--- config.mk ---
export PLATFORM = sky130hd
export DESIGN_NAME = wav_header_parser_top
export DESIGN_NICKNAME = d
export VERILOG_FILES = /design/src/rtl/wav_hdr_pkg.sv /design/src/rtl/wav_hdr_front.sv /design/src/rtl/wav_hdr_back.sv /design/src/rtl/wav_header_parser_top.sv
export SDC_FILE = /design/constraint.sdc
export NUM_CORES = 2
export LEC_CHECK = 0
export ABC_AREA = 1
export CAP_MARGIN = 20
export CORE_MARGIN = 4
export CORE_UTILIZATION = 45
export CTS_CLUSTER_DIAMETER = 40
export DETAILED_ROUTE_END_ITERATION = 8
export DONT_BUFFER_PORTS = 1
export PLACE_DENSITY = 0.68
export SYNTH_ARGS = -nofsm -noshare
export SYNTH_HDL_FRONTEND = slang
export SYNTH_HIERARCHICAL = 1
export SYNTH_SLANG_ARGS = --single-unit
--- constraint.sdc ---
create_clock -name clk -period 12.1 [get_ports clk]
set_input_delay 2.42 -clock clk [delete_from_list [all_inputs] [get_ports clk]]
set_output_delay 2.42 -clock clk [all_outputs]
set_load 0.02 [all_outputs]
--- src/rtl/wav_hdr_pkg.sv ---
// ----------------------------------------------------------------------------
// wav_hdr_pkg: shared types and constants for the RIFF/WAVE header parser
// Request payload types, chunk tags, status codes and the front/back event.
// ----------------------------------------------------------------------------
package wav_hdr_pkg;

	localparam int unsigned OFFSET_BITS_DEF = 32;

	localparam logic [31:0] TAG_RIFF = 32'h46464952;
	localparam logic [31:0] TAG_WAVE = 32'h45564157;
	localparam logic [31:0] TAG_FMT  = 32'h20746D66;
	localparam logic [31:0] TAG_DATA = 32'h61746164;
	localparam logic [31:0] TAG_SMPL = 32'h6C706D73;

	typedef enum logic [2:0] {
		ST_OK        = 3'd0,
		ST_NOT_RIFF  = 3'd1,
		ST_NOT_PCM   = 3'd2,
		ST_NOT_16    = 3'd3,
		ST_BAD_LOOP  = 3'd4,
		ST_MISSING   = 3'd5,
		ST_BAD_SIZE  = 3'd6,
		ST_TRUNCATED = 3'd7
	} status_t;

	typedef enum logic [3:0] {
		PH_RIFF = 4'b0001,
		PH_HDR  = 4'b0010,
		PH_BODY = 4'b0100,
		PH_HALT = 4'b1000
	} phase_t;

	typedef enum logic [1:0] {
		KIND_OTHER = 2'd0,
		KIND_FMT   = 2'd1,
		KIND_DATA  = 2'd2,
		KIND_SMPL  = 2'd3
	} kind_t;

	typedef struct packed {
		logic [7:0] file_byte;
		logic       is_last;
	} in_req_t;

	typedef struct packed {
		logic [2:0]  status;
		logic [15:0] channel_count;
		logic [31:0] sample_rate;
		logic [30:0] frame_count;
		logic [31:0] data_offset;
		logic        has_loop;
		logic [31:0] loop_start;
		logic [31:0] loop_end;
	} out_req_t;

	// end-of-file summary handed from front to back
	typedef struct packed {
		logic [2:0]  status;
		logic [15:0] channels;
		logic [31:0] rate;
		logic [31:0] data_bytes;
		logic [31:0] data_start;
		logic        loop_seen;
		logic [31:0] loop_first;
		logic [31:0] loop_last;
	} summ_t;

endpackage

--- src/rtl/wav_hdr_front.sv ---
// ----------------------------------------------------------------------------
// wav_hdr_front: byte-level RIFF/WAVE parser
// Walks header/chunks one byte a cycle while sum_ready; summary on last byte.
// ----------------------------------------------------------------------------
module wav_hdr_front #(
	parameter int unsigned OFFSET_BITS = wav_hdr_pkg::OFFSET_BITS_DEF
) (
	input  logic                 clk,
	input  logic                 arst_n,
	input  logic                 in_valid,
	input  wav_hdr_pkg::in_req_t in_req,
	output logic                 in_ready,
	output logic                 sum_valid,
	output wav_hdr_pkg::summ_t   sum_req,
	input  logic                 sum_ready
);
	localparam logic [OFFSET_BITS:0]   OFS_LIMIT = {1'b1, {OFFSET_BITS{1'b0}}};
	localparam logic [OFFSET_BITS-1:0] SIZE_TOP  = {OFFSET_BITS{1'b1}};

	logic [OFFSET_BITS:0]   byte_offset_q;
	wav_hdr_pkg::phase_t    phase_q;
	logic [6:0]             field_shift_q;
	logic [OFFSET_BITS:0]   chunk_end_q;
	wav_hdr_pkg::kind_t     kind_q;
	logic                   seen_fmt_q, seen_data_q, loop_seen_q, loops_here_q;
	logic [15:0]            channels_q;
	logic [31:0]            rate_q, data_bytes_q, data_start_q, loop_first_q, loop_last_q;
	logic [31:0]            shreg_q;
	logic [2:0]             err_q;

	logic [31:0]            sh;
	logic [OFFSET_BITS:0]   off1, size_x, cend_new;
	logic                   take, last_byte;

	// after the byte is taken: what the end check sees
	wav_hdr_pkg::phase_t    ph_n;
	logic [6:0]             fs_n;
	wav_hdr_pkg::kind_t     kind_n;
	logic                   seen_fmt_n, seen_data_n, loop_seen_n, loops_here_n;
	logic [15:0]            ch_n;
	logic [31:0]            rate_n, db_n, ds_n, lf_n, ll_n;
	logic [2:0]             err_n;
	logic [OFFSET_BITS:0]   cend_n;
	logic [2:0]             st_end;

	assign in_ready  = sum_ready;
	assign sum_valid = in_valid && in_req.is_last;
	assign take      = in_valid && in_ready;
	assign last_byte = in_req.is_last;

	assign sh   = {in_req.file_byte, shreg_q[31:8]};
	assign off1 = byte_offset_q + 1'b1;

	always_comb begin
		if (OFFSET_BITS < 32 && sh[31:OFFSET_BITS % 32] != '0 && OFFSET_BITS != 32)
			size_x = {1'b0, SIZE_TOP};
		else
			size_x = (OFFSET_BITS + 1)'(sh);
	end
	assign cend_new = off1 + size_x;

	function automatic logic incomplete(input wav_hdr_pkg::kind_t k, input logic lh,
		input logic [6:0] idx);
		logic r;
		r = 1'b0;
		if (k == wav_hdr_pkg::KIND_FMT) r = idx < 7'd23;
		else if (k == wav_hdr_pkg::KIND_SMPL) r = (idx < 7'd39) || (lh && idx < 7'd59);
		return r;
	endfunction

	always_comb begin
		logic [6:0] i;
		i = field_shift_q;
		ph_n = phase_q; fs_n = field_shift_q; kind_n = kind_q;
		seen_fmt_n = seen_fmt_q; seen_data_n = seen_data_q;
		loop_seen_n = loop_seen_q; loops_here_n = loops_here_q;
		ch_n = channels_q; rate_n = rate_q; db_n = data_bytes_q; ds_n = data_start_q;
		lf_n = loop_first_q; ll_n = loop_last_q; err_n = err_q; cend_n = chunk_end_q;
		if (phase_q != wav_hdr_pkg::PH_HALT) begin
			if (byte_offset_q >= OFS_LIMIT) begin
				if (err_n == wav_hdr_pkg::ST_OK) err_n = wav_hdr_pkg::ST_BAD_SIZE;
				ph_n = wav_hdr_pkg::PH_HALT;
			end else begin
				if (field_shift_q < 7'd64) fs_n = field_shift_q + 7'd1;
				unique case (phase_q)
					wav_hdr_pkg::PH_RIFF: begin
						if ((i == 7'd3 && sh != wav_hdr_pkg::TAG_RIFF) ||
							(i == 7'd7 && sh == '0) ||
							(i == 7'd11 && sh != wav_hdr_pkg::TAG_WAVE)) begin
							if (err_n == wav_hdr_pkg::ST_OK) err_n = wav_hdr_pkg::ST_NOT_RIFF;
							ph_n = wav_hdr_pkg::PH_HALT;
						end else if (i == 7'd11) begin
							ph_n = wav_hdr_pkg::PH_HDR; fs_n = '0;
						end
					end
					wav_hdr_pkg::PH_HDR: begin
						if (i == 7'd3) begin
							if (sh == wav_hdr_pkg::TAG_FMT) kind_n = wav_hdr_pkg::KIND_FMT;
							else if (sh == wav_hdr_pkg::TAG_DATA) kind_n = wav_hdr_pkg::KIND_DATA;
							else if (sh == wav_hdr_pkg::TAG_SMPL) kind_n = wav_hdr_pkg::KIND_SMPL;
							else kind_n = wav_hdr_pkg::KIND_OTHER;
						end else if (i == 7'd7) begin
							cend_n = cend_new;
							loops_here_n = 1'b0;
							if (kind_q == wav_hdr_pkg::KIND_DATA) begin
								db_n = 32'(size_x); ds_n = 32'(off1); seen_data_n = 1'b1;
							end else if (kind_q == wav_hdr_pkg::KIND_FMT) begin
								seen_fmt_n = 1'b1;
							end
							ph_n = wav_hdr_pkg::PH_BODY;
							if (off1 >= cend_new) begin
								if (incomplete(kind_q, 1'b0, i)) begin
									if (err_n == wav_hdr_pkg::ST_OK) err_n = wav_hdr_pkg::ST_TRUNCATED;
									ph_n = wav_hdr_pkg::PH_HALT;
								end else begin
									ph_n = wav_hdr_pkg::PH_HDR; fs_n = '0;
								end
							end
						end
					end
					wav_hdr_pkg::PH_BODY: begin
						if (kind_q == wav_hdr_pkg::KIND_FMT) begin
							if (i == 7'd9 && sh[31:16] != 16'd1) begin
								if (err_n == wav_hdr_pkg::ST_OK) err_n = wav_hdr_pkg::ST_NOT_PCM;
								ph_n = wav_hdr_pkg::PH_HALT;
							end else if (i == 7'd11) ch_n = sh[31:16];
							else if (i == 7'd15) rate_n = sh;
							else if (i == 7'd23 && sh[31:16] != 16'd16) begin
								if (err_n == wav_hdr_pkg::ST_OK) err_n = wav_hdr_pkg::ST_NOT_16;
								ph_n = wav_hdr_pkg::PH_HALT;
							end
						end else if (kind_q == wav_hdr_pkg::KIND_SMPL) begin
							if (i == 7'd39 && sh != '0) begin
								loops_here_n = 1'b1; loop_seen_n = 1'b1;
							end else if (loops_here_q && i == 7'd55) lf_n = sh;
							else if (loops_here_q && i == 7'd59) begin
								ll_n = sh;
								if (loop_first_q >= sh) begin
									if (err_n == wav_hdr_pkg::ST_OK) err_n = wav_hdr_pkg::ST_BAD_LOOP;
									ph_n = wav_hdr_pkg::PH_HALT;
								end
							end
						end
						if (ph_n == wav_hdr_pkg::PH_BODY && off1 >= chunk_end_q) begin
							if (incomplete(kind_q, loops_here_n, i)) begin
								if (err_n == wav_hdr_pkg::ST_OK) err_n = wav_hdr_pkg::ST_TRUNCATED;
								ph_n = wav_hdr_pkg::PH_HALT;
							end else begin
								ph_n = wav_hdr_pkg::PH_HDR; fs_n = '0;
							end
						end
					end
					default: ;
				endcase
			end
		end
	end

	// status before the divisibility checks, which the back end runs
	always_comb begin
		st_end = err_n;
		if (err_n == wav_hdr_pkg::ST_OK) begin
			if (ph_n == wav_hdr_pkg::PH_RIFF) st_end = wav_hdr_pkg::ST_TRUNCATED;
			else if (ph_n == wav_hdr_pkg::PH_HDR && fs_n != '0)
				st_end = wav_hdr_pkg::ST_TRUNCATED;
			else if (ph_n == wav_hdr_pkg::PH_BODY &&
				incomplete(kind_n, loops_here_n, fs_n - 7'd1))
				st_end = wav_hdr_pkg::ST_TRUNCATED;
			else if (!seen_fmt_n || !seen_data_n) st_end = wav_hdr_pkg::ST_MISSING;
		end
	end

	always_comb begin
		sum_req.status     = st_end;
		sum_req.channels   = ch_n;
		sum_req.rate       = rate_n;
		sum_req.data_bytes = db_n;
		sum_req.data_start = ds_n;
		sum_req.loop_seen  = loop_seen_n;
		sum_req.loop_first = lf_n;
		sum_req.loop_last  = ll_n;
	end

	always_ff @(posedge clk or negedge arst_n) begin
		if (!arst_n) begin
			byte_offset_q <= '0; phase_q <= wav_hdr_pkg::PH_RIFF; field_shift_q <= '0;
			chunk_end_q <= '0; kind_q <= wav_hdr_pkg::KIND_OTHER; seen_fmt_q <= 1'b0;
			seen_data_q <= 1'b0; loop_seen_q <= 1'b0; loops_here_q <= 1'b0;
			channels_q <= '0; rate_q <= '0; data_bytes_q <= '0; data_start_q <= '0;
			loop_first_q <= '0; loop_last_q <= '0; shreg_q <= '0; err_q <= '0;
		end else if (take && last_byte) begin
			byte_offset_q <= '0; phase_q <= wav_hdr_pkg::PH_RIFF; field_shift_q <= '0;
			chunk_end_q <= '0; kind_q <= wav_hdr_pkg::KIND_OTHER; seen_fmt_q <= 1'b0;
			seen_data_q <= 1'b0; loop_seen_q <= 1'b0; loops_here_q <= 1'b0;
			channels_q <= '0; rate_q <= '0; data_bytes_q <= '0; data_start_q <= '0;
			loop_first_q <= '0; loop_last_q <= '0; shreg_q <= '0; err_q <= '0;
		end else if (take) begin
			if (phase_q != wav_hdr_pkg::PH_HALT && byte_offset_q < OFS_LIMIT) begin
				shreg_q <= sh;
				byte_offset_q <= off1;
			end
			phase_q <= ph_n; field_shift_q <= fs_n; chunk_end_q <= cend_n; kind_q <= kind_n;
			seen_fmt_q <= seen_fmt_n; seen_data_q <= seen_data_n;
			loop_seen_q <= loop_seen_n; loops_here_q <= loops_here_n;
			channels_q <= ch_n; rate_q <= rate_n; data_bytes_q <= db_n;
			data_start_q <= ds_n; loop_first_q <= lf_n; loop_last_q <= ll_n; err_q <= err_n;
		end
	end

endmodule

--- src/rtl/wav_hdr_back.sv ---
// ----------------------------------------------------------------------------
// wav_hdr_back: end-of-file summary unit
// Queues summaries, divides data bytes by 2*channels bit-serially, clamps loops.
// ----------------------------------------------------------------------------
module wav_hdr_back (
	input  logic                  clk,
	input  logic                  arst_n,
	input  logic                  sum_valid,
	input  wav_hdr_pkg::summ_t    sum_req,
	output logic                  sum_ready,
	output logic                  out_valid,
	output wav_hdr_pkg::out_req_t out_req,
	input  logic                  out_ready
);
	typedef enum logic [2:0] {
		B_IDLE = 3'b001,
		B_DIV  = 3'b010,
		B_DONE = 3'b100
	} bstate_t;

	// two-entry queue in front of the divider
	wav_hdr_pkg::summ_t q_mem_q [2];
	logic               wr_ptr_q, rd_ptr_q;
	logic [1:0]         cnt_q;
	logic               q_push, q_pop;

	bstate_t            st_q;
	wav_hdr_pkg::summ_t cur_q;
	logic [31:0]        quo_q;
	logic [32:0]        rem_q;
	logic [5:0]         bit_q;
	logic [32:0]        div_w, rem_sh;
	logic               ge;
	logic [30:0]        frames;
	logic [2:0]         st_fin;
	logic               out_valid_q;
	wav_hdr_pkg::out_req_t out_q;

	assign sum_ready = cnt_q != 2'd2;
	assign q_push    = sum_valid && sum_ready;
	assign q_pop     = st_q == B_IDLE && cnt_q != 2'd0;

	always_ff @(posedge clk) begin
		if (q_push) q_mem_q[wr_ptr_q] <= sum_req;
	end

	always_ff @(posedge clk or negedge arst_n) begin
		if (!arst_n) begin
			wr_ptr_q <= 1'b0; rd_ptr_q <= 1'b0; cnt_q <= '0;
		end else begin
			if (q_push) wr_ptr_q <= ~wr_ptr_q;
			if (q_pop) rd_ptr_q <= ~rd_ptr_q;
			cnt_q <= cnt_q + {1'b0, q_push} - {1'b0, q_pop};
		end
	end

	assign div_w  = {16'd0, cur_q.channels, 1'b0};
	assign rem_sh = {rem_q[31:0], quo_q[31]};
	assign ge     = rem_sh >= div_w;
	assign frames = quo_q[30:0];

	always_comb begin
		st_fin = cur_q.status;
		if (cur_q.status == wav_hdr_pkg::ST_OK &&
			(div_w == '0 || rem_q != '0)) st_fin = wav_hdr_pkg::ST_BAD_SIZE;
	end

	always_ff @(posedge clk) begin
		if (q_pop) cur_q <= q_mem_q[rd_ptr_q];
		if (q_pop) begin
			quo_q <= q_mem_q[rd_ptr_q].data_bytes; rem_q <= '0; bit_q <= '0;
		end else if (st_q == B_DIV) begin
			// restoring division, one quotient bit a cycle
			quo_q <= {quo_q[30:0], ge};
			rem_q <= ge ? rem_sh - div_w : rem_sh;
			bit_q <= bit_q + 6'd1;
		end
		if (st_q == B_DONE && (!out_valid_q || out_ready)) begin
			out_q.status        <= st_fin;
			out_q.channel_count <= cur_q.channels;
			out_q.sample_rate   <= cur_q.rate;
			out_q.frame_count   <= div_w == '0 ? '0 : frames;
			out_q.data_offset   <= cur_q.data_start;
			out_q.has_loop      <= cur_q.loop_seen;
			out_q.loop_start    <= (cur_q.loop_seen && div_w != '0 &&
				cur_q.loop_first < {1'b0, frames}) ? cur_q.loop_first : '0;
			out_q.loop_end      <= (cur_q.loop_seen && div_w != '0 &&
				cur_q.loop_last < {1'b0, frames}) ? cur_q.loop_last :
				{1'b0, (div_w == '0 ? 31'd0 : frames)};
		end
	end

	always_ff @(posedge clk or negedge arst_n) begin
		if (!arst_n) begin
			st_q <= B_IDLE; out_valid_q <= 1'b0;
		end else begin
			unique case (st_q)
				B_IDLE: if (q_pop) st_q <= B_DIV;
				B_DIV:  if (bit_q == 6'd31) st_q <= B_DONE;
				B_DONE: if (!out_valid_q || out_ready) st_q <= B_IDLE;
				default: st_q <= B_IDLE;
			endcase
			if (st_q == B_DONE && (!out_valid_q || out_ready)) out_valid_q <= 1'b1;
			else if (out_ready) out_valid_q <= 1'b0;
		end
	end

	assign out_valid = out_valid_q;
	assign out_req   = out_q;

endmodule

--- src/rtl/wav_header_parser_top.sv ---
// Flow: the summary for a file passes from the front end through the two-entry queue,
//   the bit-serial frame-count divider (32 steps) and an output register.
// Throughput: 1 byte per cycle while the queue has room; the divider works on one summary at a time, two files queued.
// Reset: arst_n clears the parser to the start-of-file state and empties the queue.
// ----------------------------------------------------------------------------
// wav_header_parser_top: RIFF/WAVE header parser
// Byte parser front end, summary queue and divider back end.
// ----------------------------------------------------------------------------
module wav_header_parser_top #(
	parameter int unsigned OFFSET_BITS = wav_hdr_pkg::OFFSET_BITS_DEF
) (
	input  logic                  clk,
	input  logic                  arst_n,
	input  logic                  in_valid,
	output logic                  in_ready,
	input  wav_hdr_pkg::in_req_t  in_req,
	output logic                  out_valid,
	input  logic                  out_ready,
	output wav_hdr_pkg::out_req_t out_req
);
	logic               sum_valid, sum_ready;
	wav_hdr_pkg::summ_t sum_req;

	wav_hdr_front #(.OFFSET_BITS(OFFSET_BITS)) u_front (
		.clk, .arst_n, .in_valid, .in_req, .in_ready,
		.sum_valid, .sum_req, .sum_ready
	);

	wav_hdr_back u_back (
		.clk, .arst_n, .sum_valid, .sum_req, .sum_ready,
		.out_valid, .out_req, .out_ready
	);

`ifndef ASSERT_OFF
	a_ready: assert property (@(posedge clk) disable iff (!arst_n)
		in_valid && in_req.is_last && !in_ready |-> !sum_valid || !sum_ready)
		else $error("summary pushed while full");
	a_status: assert property (@(posedge clk) disable iff (!arst_n)
		out_valid && out_req.channel_count == 16'd0 |-> out_req.status != wav_hdr_pkg::ST_OK)
		else $error("zero channels reported ok");
	a_loop: assert property (@(posedge clk) disable iff (!arst_n)
		out_valid && !out_req.has_loop |-> out_req.loop_start == 32'd0)
		else $error("loop start without loop");
`endif

endmodule
# Word level (Yosys, flattened, before mapping)
# Memories as Yosys holds them, arrays and structs flattened.
# Index checks and enable logic that the tools add are counted.
# word_totals
register_bits	700
ramBits	360
inputBits	13
output_inout_bits	181
wordCells	382
mem_count	1
# memory_table
name	depth	width	read_ports	rd_clocked_by_memory_dff	wr	line	text
u_back.q_mem_q	2	180	1	0	1	wav_hdr_back.sv:22	wav_hdr_pkg::summ_t q_mem_q [2];
# op_classes
n_addsub	8
magnitude_cmp	15
n_eq_ne	39
mux	221
n_bitwise	2
reduce_logical	55
# op_table
cell	count
$mux 32	49
$mux 33	11
$mux 16	8
$mux 3	39
$mux 4	25
$mux 7	13
$ge 33x33->1	2
$reduce_bool 33->1	2
$eq 32x31->1 const B	2
$lt 32x31->1	2
$ne 32x31->1 const B	2
$mux 31	2
$mux 1	60
$add 33x1->33 const B	1
$add 33x32->33	1
$ge 33x17->1	1
$ge 33x33->1 const B	1
$logic_not 33->1	1
$lt 33x33->1 const B	1
$sub 33x17->33	1
$eq 32x30->1 const B	1
$ge 32x32->1	1
$logic_not 32->1	1
$reduce_bool 32->1	1
42 further kinds	112

# Longest topological paths before layout
# depth
depth_word	35
depth_mapped	50
depth_no_buf	50

# Cells and area by module
# Netlist, hierarchy kept.
# by_module_without_submodules
mod	n_inst	cells_per_inst	area_per_inst_um2	seq_area_each_um2
wav_hdr_back	1	2389	30102.6	22572.9
wav_hdr_front	1	2480	18813.0	7158.1

# Worst setup path before layout
# No wires, ideal clock.
# synth_timing
kind	input-to-reg
start	in in_req[0] (netlist name)
end	mem u_back/q_mem_q[1][0] (netlist name) (enable)
setup_ns	0.724
arrival_time_ns	10.099
required_time_ns	11.376
setup_slack_ns	1.277
cell_stages	4
n_path_buf	0
cell_sequence	nand2_1 inv_1 nand2_1 nor2_1
# synth_between
elab_chain_cells	4
# synth_rtl
item	line	text
start, declared	wav_header_parser_top.sv:16	input wav_hdr_pkg::in_req_t in_req,
$logic_and 1x1->1	wav_hdr_front.sv:47	assign sum_valid = in_valid && in_req.is_last;
named net sum_valid	wav_header_parser_top.sv:21	logic sum_valid, sum_ready;
$logic_and 1x1->1	wav_hdr_back.sv:40	assign q_push = sum_valid && sum_ready;
$mux 1	wav_hdr_back.sv:44	if (q_push) q_mem_q[wr_ptr_q] <= sum_req;
$mux 1 (not written as such)	wav_hdr_back.sv:44	
end, declared	wav_hdr_back.sv:22	
# The timed path passes the listed nets, and every way through them passes these cells.

==> impl_metrics.py <==
metrics = {
    "route": {
        "avgViaCountPerCell": 5.36,
        "drt_first_pass_iters": 6,
        "vias": 34400,
        "drt_drc_violations_left": 0,
        "ant_nets": 0,
        "drt_iter0_drc": 3025,
        "wl_per_cell_um": 19.9,
        "routed_wl_um": 128000,
    },
    "placed_design": {
        "dpl-instance-area_um2": 50400,
        "place.gp.congestion": 0.929,
        "portBuffers": 0,
        "dp_hpwl_um": 86200,
    },
    "clocking": {
        "clk_path_buf_depth": 3,
        "clk_pin_slew_ns": 0.06,
        "clock_latency_ns": 0.74,
        "cts-root-buf": "clkbuf_16",
        "h-tree-depth": 4,
        "numCtsBuffers": 143,
        "cts_sinks": 1052,
        "cts_tree": "built",
        "post_cts_buffers": 0,
        "cts_hold_buf": 0,
        "cts_resized": 0,
    },
    "global_routing": {
        "grt_pass1_wl_um": 196000,
        "overflow": 0,
        "grt_pass1_vias": 33300,
        "track_usage_pct": 22.4,
        "antenna_found_initial": 7,
        "grt_max_degree": 295,
    },
    "synthesis": {
        "synthArstFlopShare_pct": 27.9,
        "syn_area_um2": 48900,
        "synth-warning-count": 6,
        "syn_inst": 4869,
        "yosys.area.top_type": "edfxtp_1",
        "synth_top_area_share_pct": 44.1,
        "synthTopCellsByCount": "1298 x nand2_1, 719 x edfxtp_1, 611 x inv_1, 297 x nor2_1, 292 x dfrtp_1",
        "ys_types": 67,
        "synthTopCellsByArea": "edfxtp_1 44%, dfrtp_1 15%, nand2_1 10%",
        "ys_ff_latch": 1052,
        "synth-edff-count": 719,
        "synth_seq_area_share_pct": 60.8,
        "ys.flop_type": "edfxtp_1",
        "synth.most_common_cell": "nand2_1",
        "syn_avg_cell_area_um2": 10.0,
    },
    "worst_setup_path": {
        "crit_fanout": 9,
        "cp-end-kind": "register",
        "critical_path_class": "reg2reg",
        "cp-start-kind": "register",
        "cpMostUsedCell": "nand2_1",
        "rr_endpoint": "u_back/q_mem_q[1][179]",
        "critPathRequiredTime_ns": 12.56,
        "reg2reg_slack_ns": 5.11,
        "worst_path_max_delay_cell": "dfrtp_1",
        "cp_data_arrival_time_ns": 7.45,
        "reg2reg_from": "u_front/byte_offset_q[0]",
        "worst-r2r-cell-count": 43,
        "cpPeakStageDelay_ns": 0.47,
    },
    "cells_and_area": {
        "design_area_um2": 55300,
        "nNetsFinal": 5114,
        "final_layout_size_suffix_gt1_share_pct": 7.58,
        "final_core_util_pct": 51.4,
        "syn2layout_area_growth_pct": 13.1,
    },
    "min_path": {
        "hold_end": "u_back/out_req[79]",
        "worstHoldPathType": "reg2reg",
        "holdPathStages": 0,
        "worstHoldStart": "u_back/cur_q[79]",
    },
    "run": {
        "max_cap_violations": 0,
    },
    "timing": {
        "fin_crit_sh_pct": 57.8,
        "finalCriticalPeriod_ns": 6.99,
        "setup_viol": 0,
        "fmax_mhz": 143,
        "finClkSkew_ns": 0.0328,
        "finalHoldViolations": 0,
        "finalSetupTns_ns": 0,
        "rsz0062_at_grt": "false",
        "slew_viol_final": 0,
        "slew_headroom_pct": 32.0,
        "max_slew.worst_pin.slew_ns": 1.02,
    },
    "floorplan": {
        "die-area_um2": 114000,
        "coreArea_um2": 108000,
        "die_h_um": 338,
        "die_w_um": 338,
        "ios": 194,
        "core.rowCount": 120,
        "start_util_pct": 45.5,
    },
    "power_and_ir_drop": {
        "power_mw": 13.0,
        "cellLeakagePower_nw": 24.6,
        "vdd_drop_max_mv": 0.153,
        "power_density_nw_per_um2": 235,
    },
    "status": {
        "status": "complete, no violations",
    },
}
==> state kept, by name, summed over array words and instances, names as in the netlist, 32 cells and up <==
signal and flops:
u_front/byte_offset_q 33, u_back/q_mem_q 360, u_back/quo_q 32, u_front/loop_last_q 32, u_back/cur_q 148, u_front/loop_first_q 32
u_front/chunk_end_q 33, u_back/rem_q 33, u_front/data_start_q 32, u_back/out_req 179, u_front/rate_q 32, u_front/data_bytes_q 32
==> layer usage <==
layer,GRT usage (%),share of wire [%],vias to the layer above
li1,-,-,16600
met1,30.6,44,16500
met2,36.5,47,1064
met3,3.93,6.3,229
met4,7.47,2.7,0
met5,0,0,-
==> final cells by class <==
type | count | area, um^2
fillers | 9471 | 52200
flip-flops and latches | 1052 | 29700
multi-input cells | 3012 | 16200
clock buffers | 171 | 3870
inverters | 633 | 2400
well taps | 1403 | 1760
clock inverters | 91 | 995
repair buffers | 43 | 375
diodes | 3 | 7.51
==> report_power, final <==
| part | switching [mW] | internal, mW | total (mW) |
|---|---|---|---|
| clock network | 1.64 | 2.55 | 4.19 |
| logic | 2.51 | 0.982 | 3.49 |
| registers | 0.502 | 4.81 | 5.31 |
| total | 4.66 | 8.34 | 13.0 |
==> logic make-up (layout without fill, tap and decap cells) <==
group	count (synthesis)	after routing	synth area share, %
AO/OA/AOI/OAI	774	774	9.48
XOR/XNOR	79	79	1.41
adder cells (fa/ha/maj)	216	216	5.56
buffers and inverters	806	938	6.32
flip-flops	1052	1052	60.8
other	1	5	0.00767
AND/OR/NAND/NOR	1941	1941	16.4
==> stage by stage <==
step	hold slack [ns]	setup WS [ns]	std cells
final	0.409	5.11	6408
after global routing	0.419	4.53	6405
after CTS	0.412	5.17	6403
after detailed placement	0.405	5.23	6141
after global placement	0.405	5.35	6141
after floorplan	0.400	1.28	4870
==> worst max path at each step <==
stage	start	end	slack, ns	cells after the start
2_1_floorplan	in_req[0]	u_back/q_mem_q[1][0]	1.28	4
3_3_place_gp	u_front/byte_offset_q[0]	u_back/q_mem_q[0][177]	5.35	44
3_5_place_dp	u_front/byte_offset_q[0]	u_back/q_mem_q[0][177]	5.23	44
4_1_cts	u_front/byte_offset_q[0]	u_back/q_mem_q[1][179]	5.17	44
5_1_grt	u_front/byte_offset_q[0]	u_back/q_mem_q[1][179]	4.53	44
6_report	u_front/byte_offset_q[0]	u_back/q_mem_q[1][179]	5.11	43
==> critical path, delay by kind of cell (launching register included) <==
kind	cells	cell delay (ns)
and+or+nand+nor	30	3.28
AOI/OAI and AO/OA	3	0.75
buffers and inverters	3	0.24
adders and majority gates	4	1.23
xor gates and xnor gates	3	0.71
DFF	1	0.47
==> cell usage in the layout, fill, tap and decap left out, drive strengths merged, types with 3 or more instances in the layout <==
cell and n:
o21a 44, edfxtp 719, clkbuf 171, nand4 95
inv 655, dfxtp 39, nor2 313, or2 3
a211oi 4, clkinv 50, xor2 53, and2 4
o31ai 5, o21bai 9, nor4 18, nand3b 4
a21o 6, clkinvlp 9, o211ai 6, and3 3
diode 3, bufinv 10, xnor2 26, nand3 119
buf 43, a21boi 6, ha 214, a21oi 143
nand2 1311, o22ai 185, a31oi 37, o21ai 277
nor3 70, dfrtp 292, a22o 44
Power figures use the tool's default switching activity.
